--- config.mk ---
export PLATFORM = sky130hd
export DESIGN_NAME = dtc_debounce_status_manager
export DESIGN_NICKNAME = d
export VERILOG_FILES = /design/src/dtc_pkg.sv /design/src/dtc_slot_mod.sv /design/src/dtc_slot_store.sv /design/src/dtc_slot_alu.sv /design/src/dtc_debounce_status_manager.sv
export VERILOG_INCLUDE_DIRS = /design/src /design/src/src
export SDC_FILE = /design/constraint.sdc
export NUM_CORES = 2
export LEC_CHECK = 0
export ABC_AREA = 1
export BUFFER_PORTS_ARGS = -buffer_cell sky130_fd_sc_hd__buf_2
export CORE_MARGIN = 4
export CORE_UTILIZATION = 50
export DETAILED_ROUTE_END_ITERATION = 10
export HOLD_SLACK_MARGIN = 0.05
export PLACE_DENSITY = 0.74
export SLEW_MARGIN = 20
export SYNTH_ARGS = -nofsm -noshare
export SYNTH_HDL_FRONTEND = slang
export SYNTH_SLANG_ARGS = --single-unit
--- constraint.sdc ---
create_clock -name clk -period 5.6 [get_ports clk]
set_input_delay 0.28 -clock clk [delete_from_list [all_inputs] [get_ports clk]]
set_output_delay 0.28 -clock clk [all_outputs]
set_load 0.02 [all_outputs]
--- src/dtc_debounce_status_manager_assert.svh ---
`ifndef DTC_DEBOUNCE_STATUS_MANAGER_ASSERT_SVH
`define DTC_DEBOUNCE_STATUS_MANAGER_ASSERT_SVH

// same-cycle implication, sampled on clk, off while rst_n is low
`define DTC_ASSERT_NOW(label, ante, cons) \
  label: assert property (@(posedge clk) disable iff (!rst_n) (ante) |-> (cons)) \
    else $error("dtc_debounce_status_manager: check failed");

// next-cycle implication, sampled on clk, off while rst_n is low
`define DTC_ASSERT_NEXT(label, ante, cons) \
  label: assert property (@(posedge clk) disable iff (!rst_n) (ante) |=> (cons)) \
    else $error("dtc_debounce_status_manager: check failed");

`endif

--- src/dtc_pkg.sv ---
package dtc_pkg;

  // default slot count
  localparam int unsigned SLOTS_DEFAULT = 32;

  // request opcodes
  typedef enum logic [1:0] {
    OP_REPORT = 2'd0,
    OP_TICK   = 2'd1,
    OP_SET    = 2'd2,
    OP_NONE   = 2'd3
  } op_t;

  // configuration register indexes
  localparam logic [2:0] CFG_FAIL_COUNT_LIMIT  = 3'd0;
  localparam logic [2:0] CFG_TIME_LIMIT        = 3'd1;
  localparam logic [2:0] CFG_AGING_THRESHOLD   = 3'd2;
  localparam logic [2:0] CFG_HEALING_THRESHOLD = 3'd3;
  localparam logic [2:0] CFG_VITAL_EVENT_ID    = 3'd4;

  // configuration reset values
  localparam logic [15:0] FAIL_COUNT_LIMIT_RST  = 16'd5;
  localparam logic [15:0] TIME_LIMIT_RST        = 16'd10;
  localparam logic [15:0] AGING_THRESHOLD_RST   = 16'd40;
  localparam logic [7:0]  HEALING_THRESHOLD_RST = 8'd3;
  localparam logic [15:0] VITAL_EVENT_ID_RST    = 16'd0;

  // uds status bits
  localparam logic [7:0] UDS_TF     = 8'h01;
  localparam logic [7:0] UDS_TFTOC  = 8'h02;
  localparam logic [7:0] UDS_PDTC   = 8'h04;
  localparam logic [7:0] UDS_CDTC   = 8'h08;
  localparam logic [7:0] UDS_TNCSLC = 8'h10;
  localparam logic [7:0] UDS_TFSLC  = 8'h20;
  localparam logic [7:0] UDS_TNCTOC = 8'h40;
  localparam logic [7:0] UDS_WIR    = 8'h80;

  // warning-raising identifier range and severities
  localparam logic [15:0] FAULT_LO     = 16'hF100;
  localparam logic [15:0] FAULT_HI     = 16'hF1FF;
  localparam logic [1:0]  SEV_CRIT     = 2'd3;
  localparam logic [1:0]  SEV_LOW      = 2'd0;
  localparam logic [7:0]  PASSED_MAX   = 8'hFF;
  localparam logic [15:0] AGING_MAX    = 16'hFFFF;

  // configuration set
  typedef struct packed {
    logic [15:0] fail_count_limit;
    logic [15:0] time_limit;
    logic [15:0] aging_threshold;
    logic [7:0]  healing_threshold;
    logic [15:0] vital_event_id;
  } cfg_t;

  // one slot of the table
  typedef struct packed {
    logic [7:0]  status_bits;
    logic [15:0] aging_count;
    logic [7:0]  passed_count;
    logic [15:0] fail_sample_count;
    logic [15:0] fail_time_count;
  } slot_row_t;

  // one result
  typedef struct packed {
    logic [7:0] status_byte;
    logic       log_valid;
    logic [1:0] log_severity;
    logic       log_passed;
  } result_t;

  // slot table access strobes
  typedef struct packed {
    logic rd_en;
    logic wr_en;
  } mem_ctl_t;

endpackage

--- src/dtc_slot_mod.sv ---
module dtc_slot_mod #(
  parameter int unsigned SLOTS = dtc_pkg::SLOTS_DEFAULT,
  localparam int unsigned SW = (SLOTS > 1) ? $clog2(SLOTS) : 1
) (
  input  logic          clk,
  input  logic          rst_n,
  input  logic          start_i,
  input  logic [15:0]   id_i,
  output logic          done_o,
  output logic [SW-1:0] slot_o
);

  localparam int unsigned CW  = $clog2(SLOTS + 1);
  localparam int unsigned RW  = CW + 1;
  localparam int unsigned PQW = 17 + CW;
  localparam logic [24:0] RECIP   = 25'((2 ** 24) / SLOTS);
  localparam logic [CW-1:0] SLOTS_C = CW'(SLOTS);

  logic [40:0]    prod_r;
  logic [RW-1:0]  rem_r;
  logic [2:0]     vld_r;
  logic [16:0]    quot;
  logic [PQW-1:0] qs;
  logic [PQW-1:0] rem_full;
  logic [RW-1:0]  rem_fix;

  // quotient estimate by reciprocal, at most one below the true quotient
  always_ff @(posedge clk) begin
    prod_r <= 41'(id_i) * 41'(RECIP);
    rem_r  <= rem_full[RW-1:0];
  end

  assign quot     = prod_r[40:24];
  assign qs       = PQW'(quot) * PQW'(SLOTS_C);
  assign rem_full = PQW'(id_i) - qs;

  // final correction step
  assign rem_fix = (rem_r >= RW'(SLOTS)) ? (rem_r - RW'(SLOTS)) : rem_r;
  assign slot_o  = rem_fix[SW-1:0];

  // latency tracking
  always_ff @(posedge clk) begin
    if (!rst_n) begin
      vld_r <= '0;
    end else begin
      vld_r <= {vld_r[1:0], start_i};
    end
  end

  assign done_o = vld_r[2];

endmodule

--- src/dtc_slot_store.sv ---
module dtc_slot_store #(
  parameter int unsigned SLOTS = dtc_pkg::SLOTS_DEFAULT,
  localparam int unsigned SW = (SLOTS > 1) ? $clog2(SLOTS) : 1
) (
  input  logic                clk,
  input  logic                rst_n,
  input  dtc_pkg::mem_ctl_t   ctl_i,
  input  logic [SW-1:0]       rd_addr_i,
  input  logic [SW-1:0]       wr_addr_i,
  input  dtc_pkg::slot_row_t  wr_row_i,
  output dtc_pkg::slot_row_t  rd_row_o
);

  dtc_pkg::slot_row_t mem [SLOTS];
  dtc_pkg::slot_row_t rd_row_r;
  logic [SLOTS-1:0]   valid_r;
  logic               rd_valid_r;

  // table write
  always_ff @(posedge clk) begin
    if (ctl_i.wr_en) begin
      mem[wr_addr_i] <= wr_row_i;
    end
  end

  // registered read
  always_ff @(posedge clk) begin
    if (ctl_i.rd_en) begin
      rd_row_r <= mem[rd_addr_i];
    end
  end

  // per-slot written flags, a slot never written reads as zero
  always_ff @(posedge clk) begin
    if (!rst_n) begin
      valid_r    <= '0;
      rd_valid_r <= 1'b0;
    end else begin
      if (ctl_i.rd_en) begin
        rd_valid_r <= valid_r[rd_addr_i];
      end
      if (ctl_i.wr_en) begin
        valid_r[wr_addr_i] <= 1'b1;
      end
    end
  end

  assign rd_row_o = rd_valid_r ? rd_row_r : '0;

endmodule

--- src/dtc_slot_alu.sv ---
module dtc_slot_alu (
  input  dtc_pkg::op_t        op_i,
  input  logic [15:0]         id_i,
  input  logic                raw_i,
  input  dtc_pkg::cfg_t       cfg_i,
  input  dtc_pkg::slot_row_t  row_i,
  output dtc_pkg::slot_row_t  row_o,
  output dtc_pkg::result_t    res_o
);

  logic        fault_id;
  logic        vital;
  logic [15:0] fsc_n;
  logic [15:0] aging_n;

  // confirmed failure
  function automatic dtc_pkg::slot_row_t fail_row(dtc_pkg::slot_row_t r, logic fault);
    dtc_pkg::slot_row_t o;
    o = r;
    o.status_bits = o.status_bits | dtc_pkg::UDS_TF | dtc_pkg::UDS_TFTOC |
                    dtc_pkg::UDS_PDTC | dtc_pkg::UDS_CDTC | dtc_pkg::UDS_TFSLC;
    o.status_bits = o.status_bits & ~(dtc_pkg::UDS_TNCSLC | dtc_pkg::UDS_TNCTOC);
    if (fault) begin
      o.status_bits  = o.status_bits | dtc_pkg::UDS_WIR;
      o.aging_count  = '0;
      o.passed_count = '0;
    end
    return o;
  endfunction

  // recovery
  function automatic dtc_pkg::slot_row_t pass_row(dtc_pkg::slot_row_t r);
    dtc_pkg::slot_row_t o;
    o = r;
    o.status_bits = o.status_bits & ~dtc_pkg::UDS_TF;
    if (o.passed_count != dtc_pkg::PASSED_MAX) begin
      o.passed_count = o.passed_count + 8'd1;
    end
    return o;
  endfunction

  assign fault_id = (id_i >= dtc_pkg::FAULT_LO) && (id_i <= dtc_pkg::FAULT_HI);
  assign vital    = (id_i == cfg_i.vital_event_id);
  assign fsc_n    = (row_i.fail_sample_count < cfg_i.fail_count_limit) ?
                    (row_i.fail_sample_count + 16'd1) : row_i.fail_sample_count;
  assign aging_n  = (row_i.aging_count != dtc_pkg::AGING_MAX) ?
                    (row_i.aging_count + 16'd1) : row_i.aging_count;

  // one slot read-modify-write
  always_comb begin
    row_o = row_i;
    res_o = '0;
    unique case (op_i)
      dtc_pkg::OP_REPORT: begin
        if (vital && raw_i) begin
          row_o = fail_row(row_i, fault_id);
          res_o.log_valid    = 1'b1;
          res_o.log_severity = dtc_pkg::SEV_CRIT;
        end else if (raw_i) begin
          row_o.fail_sample_count = fsc_n;
          if (fsc_n >= cfg_i.fail_count_limit) begin
            if (row_i.fail_time_count < cfg_i.time_limit) begin
              row_o.fail_time_count = row_i.fail_time_count + 16'd1;
            end else begin
              row_o = fail_row(row_o, fault_id);
              res_o.log_valid    = 1'b1;
              res_o.log_severity = dtc_pkg::SEV_CRIT;
            end
          end
        end else begin
          row_o.fail_sample_count = '0;
          row_o.fail_time_count   = '0;
          row_o = pass_row(row_o);
          res_o.log_valid    = 1'b1;
          res_o.log_severity = dtc_pkg::SEV_LOW;
          res_o.log_passed   = 1'b1;
        end
        res_o.status_byte = row_o.status_bits;
      end
      dtc_pkg::OP_SET: begin
        if (raw_i) begin
          row_o = fail_row(row_i, fault_id);
          res_o.log_severity = dtc_pkg::SEV_CRIT;
        end else begin
          row_o = pass_row(row_i);
          res_o.log_severity = dtc_pkg::SEV_LOW;
          res_o.log_passed   = 1'b1;
        end
        res_o.log_valid   = 1'b1;
        res_o.status_byte = row_o.status_bits;
      end
      dtc_pkg::OP_TICK: begin
        // aging of a stored but no longer failing fault
        if (((row_i.status_bits & dtc_pkg::UDS_TF) == 8'd0) &&
            ((row_i.status_bits & dtc_pkg::UDS_PDTC) != 8'd0)) begin
          row_o.aging_count = aging_n;
          if (aging_n >= cfg_i.aging_threshold) begin
            row_o.status_bits = '0;
            row_o.aging_count = '0;
          end
        end
        // warning indicator healing
        if (row_i.passed_count >= cfg_i.healing_threshold) begin
          row_o.status_bits = row_o.status_bits & ~dtc_pkg::UDS_WIR;
        end
      end
      dtc_pkg::OP_NONE: begin
        row_o = row_i;
      end
    endcase
  end

endmodule

--- src/dtc_debounce_status_manager.sv ---
// Diagnostic status manager with debounce and aging. A request is taken when start is high
// and busy is low; every request gives exactly one result, shown for a single cycle with
// out_strobe high, and the receiver must take it then since there is no back-pressure.
// A report or direct set shows its result after the slot number (event id modulo SLOTS by
// reciprocal multiply and remainder), then the final correction with the registered table
// read, then the update and write-back. A cycle tick walks the whole table through the
// same update unit, reading each slot and then writing it back, and shows its result once
// the last slot is written back. An unused opcode answers in the next cycle. busy falls in
// the cycle the result is shown, so the next request may be given then. The configuration
// port is always ready and should only be written while no request is in flight.
module dtc_debounce_status_manager #(
  parameter int unsigned SLOTS = dtc_pkg::SLOTS_DEFAULT
) (
  input  logic        clk,
  input  logic        rst_n,
  input  logic        start,
  output logic        busy,
  input  logic [1:0]  in_opcode,
  input  logic [15:0] in_event_id,
  input  logic        in_raw_signal,
  output logic        out_strobe,
  output logic [7:0]  out_status_byte,
  output logic        out_log_valid,
  output logic [1:0]  out_log_severity,
  output logic        out_log_passed,
  input  logic        cfg_valid,
  output logic        cfg_ready,
  input  logic [2:0]  cfg_index,
  input  logic [15:0] cfg_data
);

  `include "dtc_debounce_status_manager_assert.svh"

  localparam int unsigned SW = (SLOTS > 1) ? $clog2(SLOTS) : 1;
  localparam logic [SW-1:0] LAST_IDX = SW'(SLOTS - 1);

  typedef enum logic [4:0] {
    ST_IDLE = 5'b00001,
    ST_MOD  = 5'b00010,
    ST_UPD  = 5'b00100,
    ST_TRD  = 5'b01000,
    ST_TUPD = 5'b10000
  } state_t;

  state_t             state_r, state_nxt;
  logic [SW-1:0]      idx_r, idx_nxt;
  logic [SW-1:0]      slot_r, slot_nxt;
  logic               strobe_r, strobe_nxt;
  dtc_pkg::result_t   res_r, res_nxt;
  dtc_pkg::op_t       op_r;
  logic [15:0]        id_r;
  logic               raw_r;
  dtc_pkg::cfg_t      cfg_r;
  dtc_pkg::mem_ctl_t  mem_ctl;
  logic               mod_start;
  logic               mod_done;
  logic [SW-1:0]      mod_slot;
  logic [SW-1:0]      rd_addr;
  logic [SW-1:0]      wr_addr;
  dtc_pkg::slot_row_t rd_row;
  dtc_pkg::slot_row_t new_row;
  dtc_pkg::result_t   alu_res;

  // configuration registers
  assign cfg_ready = 1'b1;

  always_ff @(posedge clk) begin
    if (!rst_n) begin
      cfg_r.fail_count_limit  <= dtc_pkg::FAIL_COUNT_LIMIT_RST;
      cfg_r.time_limit        <= dtc_pkg::TIME_LIMIT_RST;
      cfg_r.aging_threshold   <= dtc_pkg::AGING_THRESHOLD_RST;
      cfg_r.healing_threshold <= dtc_pkg::HEALING_THRESHOLD_RST;
      cfg_r.vital_event_id    <= dtc_pkg::VITAL_EVENT_ID_RST;
    end else if (cfg_valid && cfg_ready) begin
      unique case (cfg_index)
        dtc_pkg::CFG_FAIL_COUNT_LIMIT:  cfg_r.fail_count_limit  <= cfg_data;
        dtc_pkg::CFG_TIME_LIMIT:        cfg_r.time_limit        <= cfg_data;
        dtc_pkg::CFG_AGING_THRESHOLD:   cfg_r.aging_threshold   <= cfg_data;
        dtc_pkg::CFG_HEALING_THRESHOLD: cfg_r.healing_threshold <= cfg_data[7:0];
        dtc_pkg::CFG_VITAL_EVENT_ID:    cfg_r.vital_event_id    <= cfg_data;
        default: ;
      endcase
    end
  end

  // request capture
  always_ff @(posedge clk) begin
    if (state_r == ST_IDLE && start) begin
      op_r  <= dtc_pkg::op_t'(in_opcode);
      id_r  <= in_event_id;
      raw_r <= in_raw_signal;
    end
  end

  // slot number unit
  dtc_slot_mod #(.SLOTS(SLOTS)) u_mod (
    .clk     (clk),
    .rst_n   (rst_n),
    .start_i (mod_start),
    .id_i    (id_r),
    .done_o  (mod_done),
    .slot_o  (mod_slot)
  );

  // slot table
  dtc_slot_store #(.SLOTS(SLOTS)) u_store (
    .clk       (clk),
    .rst_n     (rst_n),
    .ctl_i     (mem_ctl),
    .rd_addr_i (rd_addr),
    .wr_addr_i (wr_addr),
    .wr_row_i  (new_row),
    .rd_row_o  (rd_row)
  );

  // shared slot update unit
  dtc_slot_alu u_alu (
    .op_i  (op_r),
    .id_i  (id_r),
    .raw_i (raw_r),
    .cfg_i (cfg_r),
    .row_i (rd_row),
    .row_o (new_row),
    .res_o (alu_res)
  );

  assign rd_addr = (state_r == ST_MOD) ? mod_slot : idx_r;
  assign wr_addr = (state_r == ST_UPD) ? slot_r : idx_r;

  // sequencer
  always_comb begin
    state_nxt  = state_r;
    idx_nxt    = idx_r;
    slot_nxt   = slot_r;
    strobe_nxt = 1'b0;
    res_nxt    = res_r;
    mem_ctl    = '0;
    mod_start  = 1'b0;
    unique case (state_r)
      ST_IDLE: begin
        if (start) begin
          unique case (dtc_pkg::op_t'(in_opcode))
            dtc_pkg::OP_REPORT, dtc_pkg::OP_SET: begin
              mod_start = 1'b1;
              state_nxt = ST_MOD;
            end
            dtc_pkg::OP_TICK: begin
              idx_nxt   = '0;
              state_nxt = ST_TRD;
            end
            dtc_pkg::OP_NONE: begin
              strobe_nxt = 1'b1;
              res_nxt    = '0;
            end
          endcase
        end
      end
      ST_MOD: begin
        if (mod_done) begin
          mem_ctl.rd_en = 1'b1;
          slot_nxt      = mod_slot;
          state_nxt     = ST_UPD;
        end
      end
      ST_UPD: begin
        mem_ctl.wr_en = 1'b1;
        strobe_nxt    = 1'b1;
        res_nxt       = alu_res;
        state_nxt     = ST_IDLE;
      end
      ST_TRD: begin
        mem_ctl.rd_en = 1'b1;
        state_nxt     = ST_TUPD;
      end
      ST_TUPD: begin
        mem_ctl.wr_en = 1'b1;
        if (idx_r == LAST_IDX) begin
          strobe_nxt = 1'b1;
          res_nxt    = '0;
          state_nxt  = ST_IDLE;
        end else begin
          idx_nxt   = idx_r + SW'(1);
          state_nxt = ST_TRD;
        end
      end
      default: state_nxt = ST_IDLE;
    endcase
  end

  always_ff @(posedge clk) begin
    if (!rst_n) begin
      state_r  <= ST_IDLE;
      strobe_r <= 1'b0;
    end else begin
      state_r  <= state_nxt;
      strobe_r <= strobe_nxt;
    end
  end

  always_ff @(posedge clk) begin
    idx_r  <= idx_nxt;
    slot_r <= slot_nxt;
    res_r  <= res_nxt;
  end

  // result ports
  assign busy             = (state_r != ST_IDLE);
  assign out_strobe       = strobe_r;
  assign out_status_byte  = res_r.status_byte;
  assign out_log_valid    = res_r.log_valid;
  assign out_log_severity = res_r.log_severity;
  assign out_log_passed   = res_r.log_passed;

  // checks
  `DTC_ASSERT_NEXT(a_report_starts_mod,
    (state_r == ST_IDLE && start && in_opcode == dtc_pkg::OP_REPORT), (state_r == ST_MOD))
  `DTC_ASSERT_NOW(a_mod_done_in_mod, mod_done, (state_r == ST_MOD))
  `DTC_ASSERT_NOW(a_write_in_update, mem_ctl.wr_en,
    (state_r == ST_UPD || state_r == ST_TUPD))
  `DTC_ASSERT_NEXT(a_tick_result_zero, (state_r == ST_TUPD && idx_r == LAST_IDX),
    (out_strobe && out_status_byte == 8'd0 && !out_log_valid))

endmodule
Word-level counts from Yosys, hierarchy flattened
Memories as Yosys holds them, arrays and structs flattened. A register that Yosys moved wholly into a read port is not among the register bits.
Cells that the tools add are included.
- bits in registers: 169
- memory bits (writable): 2048
- input bits: 42
- output and inout port bits: 15
- word-level logic and storage cells: 146
- memories kept: 1
- add/subtract/negate cells: 7
- magnitude comparators: 11
- equality and inequality tests: 27
- muxes and demuxes: 54
- bitwise operators: 1
- reduce and logical (&&, ||, !) cells: 23
- memory list (memory ; depth ; width ; rd ports ; clocked after memory_dff ; write ports ; line ; RTL):
    u_store.mem ; 32 ; 64 ; 1 ; 1 ; 1 ; dtc_slot_store.sv:14 ; dtc_pkg::slot_row_t mem [SLOTS];
- operators by type and width (operator ; count):
    $mux W64 ; 5
    $pmux W24 S4 ; 1
    $pmux W40 S2 ; 1
    $add A16 B1 Y16 const B ; 3
    $mux W16 ; 3
    $mux W24 ; 2
    $mux W48 ; 1
    $mux W5 ; 8
    $mux W12 ; 3
    $pmux W12 S3 ; 1
    $ge A16 B16 Y1 ; 2
    $lt A16 B16 Y1 ; 2
    $mux W32 ; 1
    $or A32 B32 Y32 ; 1
    $pmux W12 S2 ; 1
    $pmux W5 S2 ; 2
    $pmux W5 S4 ; 1
    $eq A16 B16 Y1 ; 1
    $ge A16 B16 Y1 const B ; 1
    $le A16 B16 Y1 const B ; 1
    $mux W8 ; 2
    $ne A16 B16 Y1 const B ; 1
    $lt A5 B6 Y1 const B ; 2
    $mux W1 ; 12
    39 further kinds ; 65

Longest topological paths before layout
- depth after elaboration: 9
- gate-level depth with buffers: 34
- depth with buffers taken out: 32

Hierarchy
Synthesis repeated with hierarchy kept, for this count alone.
- cell total of the unflattened synthesis: 8118
- area total of the unflattened synthesis: 94554.4 um^2
- by module, submodules not included (module ; times used ; cells each ; area an instance (um^2) ; sequential area each (um^2)):
    dtc_slot_store ; 1 ; 6589 ; 84258.3 ; 64081.5
    dtc_slot_alu ; 1 ; 1020 ; 5561.6 ; 0.0
    dtc_debounce_status_manager ; 1 ; 495 ; 4551.9 ; 2792.7
    dtc_slot_mod ; 1 ; 14 ; 182.7 ; 160.2

Worst setup path after synthesis
OpenSTA, ideal clock, no wires.
- kind: register to register
- start: register state_r[1]
- end: register u_store.rd_valid_r
- library setup time: 58 ps
- arrival: 5935 ps
- required time: 5542 ps
- path slack: -393 ps
- cell stages (with the launch flop): 10
- buffers on the path: 1
- clock period less this slack: 5993 ps
- cells stage by stage: dfxtp_1 inv_1 nor2_4 nand3_4 buf_4 o21ai_0 o21ai_0 inv_1 nand2_1 inv_1
- RTL lines (element ; line ; RTL):
    from (decl) ; dtc_debounce_status_manager.sv:45 ; state_t state_r, state_nxt;
    from (signal assigned) ; dtc_debounce_status_manager.sv:195 ; state_r <= state_nxt;
    to (signal assigned) ; dtc_slot_store.sv:40 ; rd_valid_r <= valid_r[rd_addr_i];
    to (decl) ; dtc_slot_store.sv:17 ; logic rd_valid_r;

==> qor.txt <==
vias in the first global route = 62.40k
RePlAce Congestion = 0.9138
post-synthesis mux area share = 0%
antenna violations before repair = 16
drt drc = 0
Setup TNS = 0 ps
Cells after DPL = 10.20k
DR iter-0 viols = 9390
gr usage total = 28.10%
number of synthesis warnings = 0
hold path endpoint = id_r[0]
critical hold path startpoint = in_event_id[0]
Seq cells post-synth = 2271
core area = 185600 um^2
Final Max Tran Viols = 0
hold slack = 91.17 ps
worst slew pin tran = 1196 ps
CP bufs+invs = 5
area grow syn2layout = 12.13%
Vias = 66.14k
Fill cells = 14.64k
Worst path top cell family by delay = simple AND/OR/NAND/NOR gates
syn avg cell area = 11.78 um^2
reg-to-reg critical path startpoint = u_store.rd_valid_r
Top FF cell, synth = edfxtp_1
CTS tree = done
HP Class = in2reg
Compound-Gate Fraction of Synth Area = 10.97%
IO buf count = 55
crit path launch type = register
hold path cells = 2
global route overflow = 0
Via density = 6.209
EDFF count, synth = 2152
Fmax = 0.1941 GHz
main combinational cell family by area after synthesis = simple AND/OR/NAND/NOR gates
reg-to-reg slack, setup = 450 ps
max_cap viols = 0
Power Density = 359.1 nW/um^2
CTS buffer count = 215
Final min period = 5153 ps
Worst EP arrival = 5710 ps
Mapped Area = 93430 um^2
Cell Chain, Critical Path = buf_4, nand2_1, inv_1, ha_1, nand3_1, nor2_1, nand2_1, nor2_1, nand2_1, nand2_1, xor2_1, inv_1, ha_1, nand4_1, nor3_1, nand2_1, nand3_1, nand2_1, nand2_1, inv_1, o211ai_1, o211ai_1, buf_4
Antenna Nets Post-Route = 0
Final Skew = 66.72 ps
fin util = 56.44%
Worst Setup Path Type = reg2reg
async set-reset flop share out of synthesis = 0%
H-Tree Depth = 4
commonest non-fill, non-tap cell in the layout = edfxtp_1
CTS Root Cell = clkbuf_16
share of cells above drive strength 1 = 8.631%
Worst slew margin = 20.26%
DP Worst Slack = -46.68 ps
Worst-Skew Late Latency = 910 ps
Starting Density = 50.33%
Adder-Cell Fraction of Synth Area = 1.004%
Crit Path Max Fanout = 35
drt wl/cell = 26.25 um
Final Non-Filler Cells = 10.65k
RSZ-0062 raised after global routing = no
critical path's largest stage delay = 530 ps
pin count of the biggest net entering global routing = 173
Cells after Synth = 7932
peak supply drop = 0.2739 mV
commonest cells after routing, fill and taps aside = 2152 x edfxtp_1, 1186 x nand2_1, 1137 x nor2_1
first-pass GRT wire length = 404.7 mm
slowest CP cell = dfxtp_4
XOR/XNOR share of the synthesized area = 0.3000%
Syn Nets = 8049
Final Hold Viols = 0
Sink Count = 2271
full die area = 193800 um^2
Chip Height = 440.3 um
Worst setup EP type = register
HPWL Detailed = 140.1 mm
TritonRoute pass-1 iters = 6
# rows = 158
Post-Synth Simple-Gate Area = 12.34%
Seq/Total Area, Yosys = 71.72%
CTS Buffer Depth = 3
critical path required time = 6150 ps
Routed WL = 279.6 mm
Final setup viols = 0
Pleak = 38.11 nW
Synth cell types = 44
fin crit share = 92.02%
nets@finish = 8108
die width = 440.3 um
Most common cell on crit path = nand2_1
Worst Setup Slack, final = 447.1 ps
Worst R2R Path Depth = 23
outcome = finished, final reports clean
Worst-path clk slew = 70 ps
Top Ports = 57
RR Endpoint = u_store.mem[23][41]
## flip-flops by register name (all words and copies together) (netlist names), 2 cells and up
register          flops
op_r                  2
cfg_r                72
out_status_byte       8
slot_r                5
u_mod.vld_r           3
u_store.rd_row_r     64
id_r                 16
u_mod.rem_r           5
idx_r                 5
state_r               5
u_store.valid_r      32
u_store.mem        2048
## per-layer routing
layer  GRT usage, %  up-vias  part of all wire [%]
met5              0        -                 0.031
met4          12.73       14                   4.5
met3          6.742      801                    13
met2          42.92     4572                    45
met1          38.38    32150                    38
li1               -    28600                     -
## how the worst max path moves through the flow
stage,cells past startpoint,to,slack [ps],start
6_report,23,u_store.mem[23][41],450,u_store.rd_valid_r
5_1_grt,22,u_store.mem[11][61],40,u_store.rd_valid_r
4_1_cts,27,u_store.mem[8][42],20,u_store.rd_valid_r
3_5_place_dp,27,u_store.mem[24][55],-50,u_store.rd_valid_r
3_3_place_gp,25,u_store.mem[25][55],-4,u_store.rd_valid_r
2_1_floorplan,30,u_store.mem[0][36],-2,u_store.rd_valid_r
## metrics by stage
stage	instance area (um^2)	total power, mW
floorplan	93430	21.88
global placement	97080	23.21
detailed placement	97090	23.31
CTS	104600	37.55
global route	104800	38.78
finish	104800	37.61
## logic make-up after synthesis
family | count (synthesis)
AO/OA/AOI/OAI | 1870
AND/OR/NAND/NOR | 2864
other | 1
XOR/XNOR | 32
flip-flops | 2271
adder cells (fa/ha/maj) | 75
buffers and inverters | 819
## layout make-up
class | count | area (um^2) | share of cell area (%)
multi-input cells | 4844 | 23320 | 22.26
flip-flops and latches | 2271 | 67010 | 63.96
repair buffers | 329 | 2935 | 2.802
clock inverters | 139 | 1390 | 1.327
diodes | 4 | 10.01 | 0.009555
inverters | 330 | 1370 | 1.308
well taps | 2480 | 3103 | 2.962
clock buffers | 255 | 5622 | 5.366
## power breakdown
group	switching (mW)	leakage, nW	internal (mW)	total [mW]
logic	3.22	12.7	1.22	4.44
clock network	6.49	3.44	7.99	14.5
registers	0.0493	22.0	18.6	18.7
total	9.77	38.1	27.8	37.6
## Yosys cell counts, drive strengths merged (32+ instances only)
library cell     n  share of area (%)
o21ai         1148                6.2
o22ai          443                3.0
dfxtp          119                2.5
o21bai          34               0.27
edfxtp        2152                 69
o211ai          74               0.59
buf            242                1.3
a21oi          154               0.82
nand2         1190                4.8
xor2            32               0.30
clkbuf         247               0.99
nor2          1151                4.7
ha              75                1.0
inv            327                1.3
nand3          459                2.5
## timing repair
| action | 4_1_cts | 5_1_grt |
|---|---|---|
| gates resized for setup | 2 | 6 |
| pin swaps | 0 | 2 |
| hold buffers | 48 | 0 |
| buffers inserted | 0 | 0 |
| setup endpoints to repair | 49 | 497 |
| hold endpoints to repair | 120 | 0 |
| gates cloned | 0 | 2 |
Power figures use the tool's default switching activity.
